## config.mk

```make
export PLATFORM = sky130hd
export DESIGN_NAME = dual_stream_freshness_gate
export DESIGN_NICKNAME = d
export VERILOG_FILES = /design/src/hdl/dsfg_pkg.sv /design/src/hdl/dsfg_cfg.sv /design/src/hdl/dsfg_lane.sv /design/src/hdl/dsfg_timing.sv /design/src/hdl/dual_stream_freshness_gate.sv
export SDC_FILE = /design/constraint.sdc
export NUM_CORES = 2
export LEC_CHECK = 0
export BUFFER_PORTS_ARGS = -buffer_cell sky130_fd_sc_hd__buf_4
export CORE_AREA = 2 2 320 322
export DETAILED_ROUTE_END_ITERATION = 10
export DIE_AREA = 0 0 322 324
export PLACE_DENSITY = 0.67
export SYNTH_ARGS = -nofsm -noshare
export SYNTH_HDL_FRONTEND = slang
export SYNTH_SLANG_ARGS = --single-unit
```

## constraint.sdc

```tcl
create_clock -name clk -period 6.3 [get_ports clk]
set_input_delay 0.315 -clock clk [delete_from_list [all_inputs] [get_ports clk]]
set_output_delay 0.315 -clock clk [all_outputs]
set_load 0.02 [all_outputs]
```

## src/hdl/dsfg_pkg.sv

```systemverilog
package dsfg_pkg;

    // Configuration register width, enable register width and cause bitmap width.
    localparam int CFG_BITS    = 32;
    localparam int ENABLE_BITS = 6;
    localparam int CAUSE_BITS  = 4;

    // Register indexes on the configuration port.
    localparam logic [1:0] REG_EST_MAX_AGE   = 2'd0;
    localparam logic [1:0] REG_CMD_MAX_AGE   = 2'd1;
    localparam logic [1:0] REG_TARGET_PERIOD = 2'd2;
    localparam logic [1:0] REG_CHECK_ENABLES = 2'd3;

    // Register reset values.
    localparam logic [CFG_BITS-1:0]    RST_MAX_AGE       = 32'd100000;
    localparam logic [CFG_BITS-1:0]    RST_TARGET_PERIOD = 32'd2000;
    localparam logic [ENABLE_BITS-1:0] RST_ENABLES       = 6'h3F;

    // Bit positions of the per-stream enable group.
    localparam int EN_STAMP = 0;
    localparam int EN_ID    = 1;
    localparam int EN_MONO  = 2;

    // Bit positions of the failure cause bitmap.
    localparam int CAUSE_MISSING   = 0;
    localparam int CAUSE_TOO_OLD   = 1;
    localparam int CAUSE_ZERO_ID   = 2;
    localparam int CAUSE_BACKWARDS = 3;

    // Fault codes.
    localparam logic [1:0] FAULT_NONE        = 2'd0;
    localparam logic [1:0] FAULT_CMD_TIMEOUT = 2'd1;
    localparam logic [1:0] FAULT_EST_INVALID = 2'd2;

    // Configuration as seen by the datapath.
    typedef struct packed {
        logic [CFG_BITS-1:0]    est_max_age;
        logic [CFG_BITS-1:0]    cmd_max_age;
        logic [CFG_BITS-1:0]    target_period;
        logic [ENABLE_BITS-1:0] enables;
    } cfg_t;

    // Pipeline moves: load takes a new word into the first stage,
    // retire moves the first stage into the output stage.
    typedef struct packed {
        logic load;
        logic retire;
    } pipe_ctrl_t;

endpackage

```

## src/hdl/dsfg_cfg.sv

```systemverilog
module dsfg_cfg
    import dsfg_pkg::*;
(
    input  logic                clk,
    input  logic                rst_n,
    input  logic                psel,
    input  logic                penable,
    input  logic                pwrite,
    input  logic [3:0]          paddr,
    input  logic [CFG_BITS-1:0] pwdata,
    output logic [CFG_BITS-1:0] prdata,
    output logic                pready,
    output cfg_t                cfg
);

    cfg_t       cfg_reg;
    cfg_t       cfg_next;
    logic [1:0] reg_index;
    logic       wr_en;

    assign pready    = 1'b1;
    assign reg_index = paddr[3:2];
    assign wr_en     = psel && penable && pwrite;
    assign cfg       = cfg_reg;

    // Register write decode.
    always_comb
    begin
        cfg_next = cfg_reg;
        if (wr_en)
        begin
            unique case (reg_index)
                REG_EST_MAX_AGE:   cfg_next.est_max_age   = pwdata;
                REG_CMD_MAX_AGE:   cfg_next.cmd_max_age   = pwdata;
                REG_TARGET_PERIOD: cfg_next.target_period = pwdata;
                REG_CHECK_ENABLES: cfg_next.enables       = pwdata[ENABLE_BITS-1:0];
                default:           cfg_next = cfg_reg;
            endcase
        end
    end

    always_ff @(posedge clk or negedge rst_n)
    begin
        if (!rst_n)
        begin
            cfg_reg.est_max_age   <= RST_MAX_AGE;
            cfg_reg.cmd_max_age   <= RST_MAX_AGE;
            cfg_reg.target_period <= RST_TARGET_PERIOD;
            cfg_reg.enables       <= RST_ENABLES;
        end
        else
        begin
            cfg_reg <= cfg_next;
        end
    end

    // Register read mux.
    always_comb
    begin
        unique case (reg_index)
            REG_EST_MAX_AGE:   prdata = cfg_reg.est_max_age;
            REG_CMD_MAX_AGE:   prdata = cfg_reg.cmd_max_age;
            REG_TARGET_PERIOD: prdata = cfg_reg.target_period;
            REG_CHECK_ENABLES: prdata = CFG_BITS'(cfg_reg.enables);
            default:           prdata = '0;
        endcase
    end

endmodule

```

## src/hdl/dsfg_lane.sv

```systemverilog
module dsfg_lane
    import dsfg_pkg::*;
#(
    parameter int TIME_BITS = 48,
    parameter int ID_BITS   = 32
)
(
    input  logic                  clk,
    input  logic                  rst_n,
    input  pipe_ctrl_t            ctrl,
    input  logic [CFG_BITS-1:0]   max_age,
    input  logic [2:0]            enables,
    input  logic [TIME_BITS-1:0]  now,
    input  logic [TIME_BITS-1:0]  stamp,
    input  logic [ID_BITS-1:0]    id,
    output logic [CAUSE_BITS-1:0] causes
);

    logic [ID_BITS-1:0]    last_id_reg;
    logic [ID_BITS-1:0]    last_id_next;
    logic [CAUSE_BITS-1:0] causes_reg;
    logic [CAUSE_BITS-1:0] causes_next;
    logic [TIME_BITS-1:0]  age;
    logic                  stamp_zero;
    logic                  id_zero;

    assign stamp_zero = (stamp == '0);
    assign id_zero    = (id == '0);
    assign age        = now - stamp;

    // Freshness checks on one stream. A future stamp (negative age) is never too old.
    always_comb
    begin
        causes_next                  = '0;
        causes_next[CAUSE_MISSING]   = enables[EN_STAMP] && stamp_zero;
        causes_next[CAUSE_TOO_OLD]   = !stamp_zero && !age[TIME_BITS-1]
                                       && (age > TIME_BITS'(max_age));
        causes_next[CAUSE_ZERO_ID]   = enables[EN_ID] && id_zero;
        causes_next[CAUSE_BACKWARDS] = enables[EN_MONO] && !id_zero
                                       && (last_id_reg != '0) && (id < last_id_reg);
    end

    // A nonzero id on a loaded word becomes the new reference.
    assign last_id_next = (ctrl.load && !id_zero) ? id : last_id_reg;

    always_ff @(posedge clk or negedge rst_n)
    begin
        if (!rst_n)
        begin
            last_id_reg <= '0;
        end
        else
        begin
            last_id_reg <= last_id_next;
        end
    end

    always_ff @(posedge clk)
    begin
        if (ctrl.load)
        begin
            causes_reg <= causes_next;
        end
    end

    assign causes = causes_reg;

endmodule

```

## src/hdl/dsfg_timing.sv

```systemverilog
module dsfg_timing
    import dsfg_pkg::*;
#(
    parameter int TIME_BITS = 48
)
(
    input  logic                 clk,
    input  logic                 rst_n,
    input  pipe_ctrl_t           ctrl,
    input  logic [CFG_BITS-1:0]  target_period,
    input  logic [TIME_BITS-1:0] now,
    output logic [TIME_BITS-1:0] step_interval,
    output logic [TIME_BITS-1:0] interval_sum,
    output logic [TIME_BITS-1:0] max_jitter
);

    logic [TIME_BITS-1:0] prev_tick_reg;
    logic                 have_prev_reg;
    logic [TIME_BITS-1:0] s1_interval_reg;
    logic [TIME_BITS-1:0] s1_interval_next;
    logic                 s1_measured_reg;
    logic [TIME_BITS-1:0] interval_out_reg;
    logic [TIME_BITS-1:0] sum_reg;
    logic [TIME_BITS-1:0] sum_next;
    logic [TIME_BITS-1:0] peak_reg;
    logic [TIME_BITS-1:0] peak_next;
    logic [TIME_BITS-1:0] target_ext;
    logic [TIME_BITS-1:0] jitter;

    // First stage: interval since the previous tick, zero on the first one.
    assign s1_interval_next = have_prev_reg ? (now - prev_tick_reg) : '0;

    always_ff @(posedge clk or negedge rst_n)
    begin
        if (!rst_n)
        begin
            prev_tick_reg   <= '0;
            have_prev_reg   <= 1'b0;
            s1_measured_reg <= 1'b0;
        end
        else if (ctrl.load)
        begin
            prev_tick_reg   <= now;
            have_prev_reg   <= 1'b1;
            s1_measured_reg <= have_prev_reg;
        end
    end

    always_ff @(posedge clk)
    begin
        if (ctrl.load)
        begin
            s1_interval_reg <= s1_interval_next;
        end
    end

    // Second stage: running sum and jitter peak.
    assign target_ext = TIME_BITS'(target_period);
    assign jitter     = (s1_interval_reg > target_ext) ? (s1_interval_reg - target_ext)
                                                       : (target_ext - s1_interval_reg);

    always_comb
    begin
        sum_next  = sum_reg;
        peak_next = peak_reg;
        if (ctrl.retire && s1_measured_reg)
        begin
            sum_next = sum_reg + s1_interval_reg;
            if (jitter > peak_reg)
            begin
                peak_next = jitter;
            end
        end
    end

    always_ff @(posedge clk or negedge rst_n)
    begin
        if (!rst_n)
        begin
            sum_reg  <= '0;
            peak_reg <= '0;
        end
        else
        begin
            sum_reg  <= sum_next;
            peak_reg <= peak_next;
        end
    end

    always_ff @(posedge clk)
    begin
        if (ctrl.retire)
        begin
            interval_out_reg <= s1_interval_reg;
        end
    end

    assign step_interval = interval_out_reg;
    assign interval_sum  = sum_reg;
    assign max_jitter    = peak_reg;

endmodule

```

## src/hdl/dual_stream_freshness_gate.sv

```systemverilog
// An accepted word is held in the first stage, then moves to the output stage.
// Throughput: one word per cycle; the two checking lanes and the interval unit work
// in a two-stage pipeline that stalls only while the output word waits for out_ready.
// Reset (rst_n low, asynchronous): registers return to their reset values, the
// tick history, stored ids, sums and counters clear, and no output word is pending.
module dual_stream_freshness_gate
    import dsfg_pkg::*;
#(
    parameter int TIME_BITS  = 48,
    parameter int ID_BITS    = 32,
    parameter int COUNT_BITS = 32
)
(
    input  logic                  clk,
    input  logic                  rst_n,
    // Configuration port.
    input  logic                  psel,
    input  logic                  penable,
    input  logic                  pwrite,
    input  logic [3:0]            paddr,
    input  logic [CFG_BITS-1:0]   pwdata,
    output logic [CFG_BITS-1:0]   prdata,
    output logic                  pready,
    // Input channel.
    input  logic                  in_valid,
    output logic                  in_ready,
    input  logic [TIME_BITS-1:0]  now_us,
    input  logic [TIME_BITS-1:0]  est_timestamp_us,
    input  logic [ID_BITS-1:0]    est_seq_id,
    input  logic [TIME_BITS-1:0]  cmd_timestamp_us,
    input  logic [ID_BITS-1:0]    cmd_sample_id,
    // Output channel.
    output logic                  out_valid,
    input  logic                  out_ready,
    output logic                  est_fresh,
    output logic                  command_valid,
    output logic [1:0]            fault_code,
    output logic [COUNT_BITS-1:0] tick_count,
    output logic [TIME_BITS-1:0]  step_interval_us,
    output logic [TIME_BITS-1:0]  interval_sum_us,
    output logic [TIME_BITS-1:0]  max_jitter_us,
    output logic [CAUSE_BITS-1:0] est_fail_causes,
    output logic [CAUSE_BITS-1:0] cmd_fail_causes,
    output logic [COUNT_BITS-1:0] stale_est_events,
    output logic [COUNT_BITS-1:0] stale_cmd_events
);

    cfg_t                  cfg;
    pipe_ctrl_t            ctrl;
    logic                  advance;
    logic                  s1_valid_reg;
    logic                  s1_valid_next;
    logic                  out_valid_reg;
    logic                  out_valid_next;
    logic [CAUSE_BITS-1:0] est_causes_s1;
    logic [CAUSE_BITS-1:0] cmd_causes_s1;
    logic [CAUSE_BITS-1:0] est_causes_reg;
    logic [CAUSE_BITS-1:0] cmd_causes_reg;
    logic [COUNT_BITS-1:0] tick_reg;
    logic [COUNT_BITS-1:0] est_stale_reg;
    logic [COUNT_BITS-1:0] cmd_stale_reg;

    dsfg_cfg u_cfg
    (
        .clk     (clk),
        .rst_n   (rst_n),
        .psel    (psel),
        .penable (penable),
        .pwrite  (pwrite),
        .paddr   (paddr),
        .pwdata  (pwdata),
        .prdata  (prdata),
        .pready  (pready),
        .cfg     (cfg)
    );

    // The whole pipeline moves whenever the output stage is free or being emptied.
    assign advance     = !out_valid_reg || out_ready;
    assign in_ready    = advance;
    assign ctrl.load   = in_valid && advance;
    assign ctrl.retire = s1_valid_reg && advance;

    assign s1_valid_next  = advance ? in_valid : s1_valid_reg;
    assign out_valid_next = advance ? s1_valid_reg : out_valid_reg;

    always_ff @(posedge clk or negedge rst_n)
    begin
        if (!rst_n)
        begin
            s1_valid_reg  <= 1'b0;
            out_valid_reg <= 1'b0;
        end
        else
        begin
            s1_valid_reg  <= s1_valid_next;
            out_valid_reg <= out_valid_next;
        end
    end

    // Estimator and command lanes.
    dsfg_lane #(.TIME_BITS(TIME_BITS), .ID_BITS(ID_BITS)) u_est_lane
    (
        .clk     (clk),
        .rst_n   (rst_n),
        .ctrl    (ctrl),
        .max_age (cfg.est_max_age),
        .enables (cfg.enables[2:0]),
        .now     (now_us),
        .stamp   (est_timestamp_us),
        .id      (est_seq_id),
        .causes  (est_causes_s1)
    );

    dsfg_lane #(.TIME_BITS(TIME_BITS), .ID_BITS(ID_BITS)) u_cmd_lane
    (
        .clk     (clk),
        .rst_n   (rst_n),
        .ctrl    (ctrl),
        .max_age (cfg.cmd_max_age),
        .enables (cfg.enables[5:3]),
        .now     (now_us),
        .stamp   (cmd_timestamp_us),
        .id      (cmd_sample_id),
        .causes  (cmd_causes_s1)
    );

    // Tick interval, interval sum and jitter peak.
    dsfg_timing #(.TIME_BITS(TIME_BITS)) u_timing
    (
        .clk           (clk),
        .rst_n         (rst_n),
        .ctrl          (ctrl),
        .target_period (cfg.target_period),
        .now           (now_us),
        .step_interval (step_interval_us),
        .interval_sum  (interval_sum_us),
        .max_jitter    (max_jitter_us)
    );

    // Merge stage: tick and stale counters follow the lane results.
    always_ff @(posedge clk or negedge rst_n)
    begin
        if (!rst_n)
        begin
            tick_reg      <= '0;
            est_stale_reg <= '0;
            cmd_stale_reg <= '0;
        end
        else if (ctrl.retire)
        begin
            tick_reg <= tick_reg + 1'b1;
            if (est_causes_s1 != '0)
            begin
                est_stale_reg <= est_stale_reg + 1'b1;
            end
            if (cmd_causes_s1 != '0)
            begin
                cmd_stale_reg <= cmd_stale_reg + 1'b1;
            end
        end
    end

    always_ff @(posedge clk)
    begin
        if (ctrl.retire)
        begin
            est_causes_reg <= est_causes_s1;
            cmd_causes_reg <= cmd_causes_s1;
        end
    end

    // Validity and fault code; an estimator failure takes priority.
    always_comb
    begin
        est_fresh     = (est_causes_reg == '0);
        command_valid = (cmd_causes_reg == '0);
        if (!est_fresh)
        begin
            fault_code = FAULT_EST_INVALID;
        end
        else if (!command_valid)
        begin
            fault_code = FAULT_CMD_TIMEOUT;
        end
        else
        begin
            fault_code = FAULT_NONE;
        end
    end

    assign out_valid        = out_valid_reg;
    assign tick_count       = tick_reg;
    assign est_fail_causes  = est_causes_reg;
    assign cmd_fail_causes  = cmd_causes_reg;
    assign stale_est_events = est_stale_reg;
    assign stale_cmd_events = cmd_stale_reg;

endmodule

```

==> After elaboration in Yosys (flattened, before gate mapping) <==
Index checks and enable logic that the tools add are counted.
{ "totals": {"n_memories": 0, "word_cells": 91, "rom_bits": 0, "latch_bits": 0, "reg_bits": 522, "ram_bits": 0, "out_inout_bits": 287, "in_bits": 251} }
{ "op_classes": {"addsub": 9, "n_lt_le_gt_ge": 6, "bitwise": 0, "reduce_logical": 47, "n_eq_ne": 3, "muxes": 4, "shift": 0, "n_mul": 0, "div_mod_pow": 0} }
{ "op_table": {"columns": ["op", "count"], "rows": [
  ["48-bit by 32-bit > comparator with 1-bit output", 3],
  ["48-bit subtractor", 3],
  ["32-bit case mux with 4 select lines", 1],
  ["32-bit by 1-bit adder with 32-bit output (second input constant)", 3],
  ["48-bit zero test", 2],
  ["32-bit zero test", 2],
  ["32-bit < comparator", 2],
  ["32-bit nonzero test", 2],
  ["48-bit adder", 1],
  ["48-bit > comparator", 1],
  ["48-bit two-way mux", 1],
  ["32-bit by 48-bit subtractor with 48-bit output", 1],
  ["48-bit by 32-bit subtractor with 48-bit output", 1],
  ["1-bit logical AND", 21],
  ["2-bit AND reduction", 7],
  ["4-bit zero test", 2],
  ["4-bit nonzero test", 2],
  ["1-bit zero test", 7],
  ["2-bit == test (second input constant)", 2],
  ["2-bit by 1-bit == test with 1-bit output (second input constant)", 1],
  ["2-bit zero test", 1],
  ["2-bit two-way mux", 1],
  ["1-bit logical OR", 1],
  ["1-bit two-way mux", 1]
]} }

==> Logic depth before layout (Yosys ltp) <==
{ "depth": {"depth_word": 5, "ltp_mapped": 29, "ltp_nobuf": 27} }

==> Cells and area by module <==
Synthesis repeated with hierarchy kept, for this count alone.
{ "hier_totals": {"cells_unflattened": 4507, "area_unflattened_um2": 40622.7} }
{ "modules_own_cells": {"columns": ["mod", "cells_per_inst", "instances", "seq_area_each_um2", "area_per_inst_um2"], "rows": [
  ["dsfg_timing", 2175, 1, 6536.3, 19003.2],
  ["dsfg_lane (u_est_lane)", 800, 1, 920.9, 6199.7],
  ["dsfg_lane (u_cmd_lane)", 797, 1, 920.9, 6088.3],
  ["dsfg_cfg", 320, 1, 2582.5, 4672.0],
  ["dual_stream_freshness_gate", 415, 1, 2692.6, 4659.5]
]} }

==> Least setup slack after synthesis <==
No wires, ideal clock.
{ "synth_path": {"path_kind": "reg-to-reg", "startpoint": "register u_timing.s1_interval_reg[0]", "endpoint": "register u_timing.peak_reg[13], in the netlist u_timing.max_jitter[13]", "n_path_buf": 3, "period_less_slack_ns": 5.851, "stages_incl_launch_ff": 29, "t_arrival_ns": 5.727, "path_slack_ns": 0.449, "required_time_ns": 6.175, "setup_time_ns": 0.125, "path_cell_list": "edfxtp_1 > inv_1 > ha_1 > inv_1 > fa_1 > a21o_1 > a21o_1 > a21o_1 > a221oi_2 > o21ai_2 > a21o_1 > buf_2 > mux2i_1 > o22a_1 > and3b_1 > or2_2 > ha_1 > nand4_1 > nor3_1 > nand4_1 > or3_1 > nor3_1 > o21ai_0 > a21oi_1 > o31ai_1 > inv_1 > buf_2 > buf_2 > mux2_2"} }
{ "synth_between": {"elab_chain_cells": 4, "elab_cells_between_ends": 6} }
{ "synth_lines": {"columns": ["element", "line_no", "text"], "rows": [
  ["start, declared", "dsfg_timing.sv:19", "logic [TIME_BITS-1:0] s1_interval_reg;"],
  ["start signal, assigned", "dsfg_timing.sv:53", "s1_interval_reg <= s1_interval_next;"],
  ["32-bit by 48-bit subtractor with 48-bit output, or another cell as far along", "dsfg_timing.sv:60", ": (target_ext - s1_interval_reg);"],
  ["48-bit two-way mux (*)", "dsfg_timing.sv:59", "assign jitter = (s1_interval_reg > target_ext) ? (s1_interval_reg - target_ext)"],
  ["named net u_timing.jitter[42]", "dsfg_timing.sv:28", "logic [TIME_BITS-1:0] jitter;"],
  ["48-bit > comparator (*)", "dsfg_timing.sv:69", "if (jitter > peak_reg)"],
  ["2-bit AND reduction (no source line) (*)", null, null],
  ["end signal, assigned", "dsfg_timing.sv:86", "peak_reg <= peak_next;"],
  ["end, declared", "dsfg_timing.sv:25", "logic [TIME_BITS-1:0] peak_reg;"]
]} }
Mark *: on every way through the listed nets, which the timed path passes. The rest lies on a longest branch.
A chain may end at the register's enable or synchronous reset.

==> Worst setup path in the final report <==
{ "layout_path": {"startpoint": "register u_cfg.cfg[6] (netlist name)", "endpoint": "register u_timing.peak_reg[37], in the netlist u_timing.max_jitter[37]"} }
{ "layout_between": {"elab_chain_cells": 4, "elab_cells_between_ends": 6} }
{ "layout_lines": {"columns": ["element", "line_no"], "rows": [
  ["32-bit by 48-bit subtractor with 48-bit output, or another cell as far along", "dsfg_timing.sv:60"],
  ["48-bit two-way mux (*)", "dsfg_timing.sv:59"],
  ["named net u_timing.jitter[41]", "dsfg_timing.sv:28"],
  ["48-bit > comparator (*)", "dsfg_timing.sv:69"],
  ["2-bit AND reduction (no source line) (*)", null]
]} }
Marked as above.

==> impl_summary.txt <==
----------------------------------------------------
[Status]
  Status ... finished clean

[Drt]
  Iteration-0 DRC Markers ... about 2700
  Count of unresolved DRC violations after routing ... 0
  Post-route antenna net violation count ... 0
  First-pass iteration count of the detailed router ... 6
  Wire length reported by the detailed router ... 138000 um
  Average via count per standard cell ... 5.54
  DR vias ... approximately 37000
  Post-detailed-route wirelength per cell ... around 21 um

[Floorplan]
  Core area ... around 0.10 mm^2
  I/O pins ... ~540
  Height of the die ... around 320 um
  Die area ... roughly 0.10 mm^2
  Number of placement rows ... ~120
  Chip width ... 322 um
  Starting density of the core ... 0.396

[STA]
  Setup violations, final ... 0
  Worst Clk Skew ... between 0.05 and 0.06 ns
  Hold Vio Cnt, Final ... 0
  Total count of max-transition violations in the final report ... 0
  F_max ... 0.164 GHz
  Transition time of the tightest slew-check pin ... approximately 1.2 ns
  Shortest clock period the worst path allows after layout ... 6.09 ns
  Period utilization ... 0.966
  Worst slew margin relative to its limit ... 0.187
  Hold Slack ... approximately 0.11 ns

[Worst setup path]
  Critical path fanouts, max ... 12
  Setup Crit Path Kind ... flip-flop to flip-flop
  Largest delay contributor family on the critical path ... compound AO/OA/AOI/OAI gates
  Required time worst endpoint ... 6.81 ns
  Slowest stage delay, CP ... approximately 0.4 ns
  Standard cell with the maximum stage delay on the critical path ... sky130_fd_sc_hd__or3_1
  Type of element capturing the critical path ... flip-flop
  Worst Path Arrival ... between 6 and 7 ns
  Most numerous cell on the critical path ... sky130_fd_sc_hd__a21o_1
  Critical path launch point type ... flip-flop
  Worst path bufs/invs ... 6

[Logic synthesis]
  Dominant register cell in the synthesized netlist ... sky130_fd_sc_hd__dfrtp_1
  Ys Warns ... 0
  Number of different library cells in the post-synthesis netlist ... 94
  Register bit total from synthesis ... 522
  Post-synthesis average cell area ... between 8 and 9 um^2
  Async SR Flop Fraction ... 0.785
  Post-synthesis net count ... roughly 5200
  Sequential cell area fraction in the yosys report ... 0.341
  Number of flops mapped to enable cells by yosys ... between 100 and 150
  Combined area of all synthesized cells ... 0.0400 mm^2
  Instance count of the mapped netlist ... 4522

[GRT]
  Overall routing resource usage ... 0.255
  Number of global-route vias before repair ... roughly 36000
  Remaining global-route overflow ... 0
  Pin count of the biggest net entering global routing ... 150
  Antenna violations before repair ... 21
  Global-route wire length before repair ... between 200000 and 250000 um

[Pwr]
  Overall power after layout ... between 0.015 and 0.02 W
  Worst ir drop on vdd ... 0.000255 V
  Areal power density over the cells ... 357 mW/mm^2
  Leakage power summed over all cells ... about 24 nW

[Place]
  Gpl congestion ... 0.948
  HPWL after DPL ... roughly 110000 um
  Post-detailed-placement cell area ... ~0.046 mm^2
  Count of buffers from port buffering ... 534
  Cell count after placement ... 6395

[CTS]
  Root buffer cell ... sky130_fd_sc_hd__clkbuf_16
  CTS sink cnt ... roughly 520
  H-Tree Depth ... 2
  Largest buffer count on any clock path ... 3
  Insertion delay to the later sink of the worst-skew pair ... between 0.6 and 0.7 ns
  Clock tree from TritonCTS ... done
  Clock-pin transition on the worst setup and hold timing paths ... about 0.060 ns
  Num CTS Buffers ... a little over 60

[Layout]
  Highest-count cells in the layout ignoring fill and taps ... 706 x sky130_fd_sc_hd__buf_4, 463 x sky130_fd_sc_hd__inv_1, 429 x sky130_fd_sc_hd__ha_1
  Most common cell after layout, fill and taps aside ... sky130_fd_sc_hd__buf_4
  Fraction of final layout cells with drive strength greater than 1 ... 0.199
  Nets ... between 5000 and 6000
  Final std cells w/o fill ... ~6700
  Final instance area ... ~0.050 mm^2
  Area Growth Syn to Fin ... 25.8%
  Flip-flop count of the largest register, all copies and words added ... 102

[Flow run]
  Maximum capacitance violations ... 0

[Worst hold path]
  Hold crit path type ... primary input to flip-flop

----------------------------------------------------
## worst reg2reg max path, delay by kind of cell, from the launching register on
| kind | cells | cell delay (ns) |
|---|---|---|
| flops | 1 | 0.34 |
| simple gates | 5 | 1.13 |
| compound gates | 15 | 2.89 |
| buf+inv | 6 | 0.80 |
| fa+ha+maj | 3 | 0.78 |
## power breakdown
part / switching (W) / internal [W] / total, W
clock: 0.00154 / 0.00222 / 0.00376
combinational: 0.00533 / 0.00390 / 0.00923
sequential: 0.000643 / 0.00431 / 0.00495
## cell type report
cell class / count / area, um^2
Tap cell: 1309 / 1640
Inverter: 466 / 1750
Fill cell: 9551 / 50700
Sequential cell: 522 / 13700
Antenna cell: 22 / 55.1
Multi-Input combinational cell: 3389 / 24200
Timing Repair Buffer: 858 / 6900
Clock buffer: 84 / 1770
Clock inverter: 31 / 387
## through the flow
stage                     TNS (ns)  setup slack, ns  utilization
after detailed placement     -3.73           -0.136        0.460
after global routing       -0.0325          -0.0251        0.498
after floorplan                  0            0.449            -
after global placement      -0.502          -0.0481        0.460
after CTS                        0          0.00342        0.496
final                            0            0.213        0.498
## cell families (layout without fill, tap and decap cells)
kind of cell    Yosys count  after routing  synth area share
compound gates         1222           1222             0.192
xor+xnor                277            277            0.0606
fa+ha+maj               435            435             0.137
buf+inv                 611           1439            0.0585
flops                   522            522             0.341
mux                     205            205            0.0575
other cells               1             23         0.0000937
simple gates           1249           1249             0.153
## worst paths after layout
check | startpoint | end | slack (ns) | cells after the start
max in group asynchronous | rst_n | stale_cmd_events[2] | 4.36 | 3
min in group asynchronous | rst_n | u_cmd_lane.last_id_reg[0] | 0.30 | 2
setup / recovery | u_cfg.cfg[6] | u_timing.max_jitter[37] | 0.21 | 29
hold reg to reg | u_est_lane.causes[2] | est_fail_causes[2] | 0.46 | 0
setup reg to reg | u_cfg.cfg[6] | u_timing.max_jitter[37] | 0.21 | 29
hold / removal | out_ready | out_valid | 0.11 | 3
## Yosys cell counts (all sizes together), types with 11 or more instances
| library cell | number | area (um^2) |
|---|---|---|
| mux2i | 61 | 611 |
| ha | 429 | 5370 |
| a211oi | 30 | 235 |
| or3 | 18 | 118 |
| and2 | 27 | 169 |
| nor2 | 234 | 878 |
| and3 | 51 | 320 |
| a21o | 208 | 1560 |
| nor3 | 71 | 360 |
| a211o | 13 | 114 |
| o21a | 36 | 270 |
| o211ai | 28 | 210 |
| a21boi | 13 | 97.6 |
| xnor2 | 177 | 1550 |
| dfrtp | 386 | 9660 |
| a2111oi | 11 | 98.9 |
| nand2 | 408 | 1530 |
| nand2b | 31 | 194 |
| dfstp | 24 | 631 |
| o21ai | 350 | 1760 |
| and4 | 15 | 131 |
| o21bai | 38 | 285 |
| buf | 34 | 175 |
| nor2b | 40 | 250 |
| nand3 | 102 | 515 |
| o31ai | 22 | 179 |
| nand4 | 121 | 757 |
| clkbuf | 111 | 418 |
| a31oi | 39 | 250 |
| a21oi | 326 | 1640 |
| edfxtp | 112 | 3360 |
| xor2 | 100 | 876 |
| nor4 | 76 | 475 |
| or2 | 20 | 125 |
| mux2 | 138 | 1550 |
| inv | 466 | 1750 |
## per-layer routing
metal / vias to the layer above / part of all wire / track usage
met2: 1177 / 0.45 / 0.407
met1: 17789 / 0.45 / 0.350
met3: 258 / 0.056 / 0.0276
li1: 17763 / - / -
met5: - / 0 / 0
met4: 0 / 0.047 / 0.114
## what timing repair did
action / in CTS / in global routing
cloned: 0 / 2
gates resized for setup: 2 / 36
buffers inserted: 0 / 2
hold endpoints to repair: 301 / 0
pin swaps: 0 / 10
setup endpoints to repair: 36 / 50
hold buffers: 145 / 0
Power figures use the tool's default switching activity.
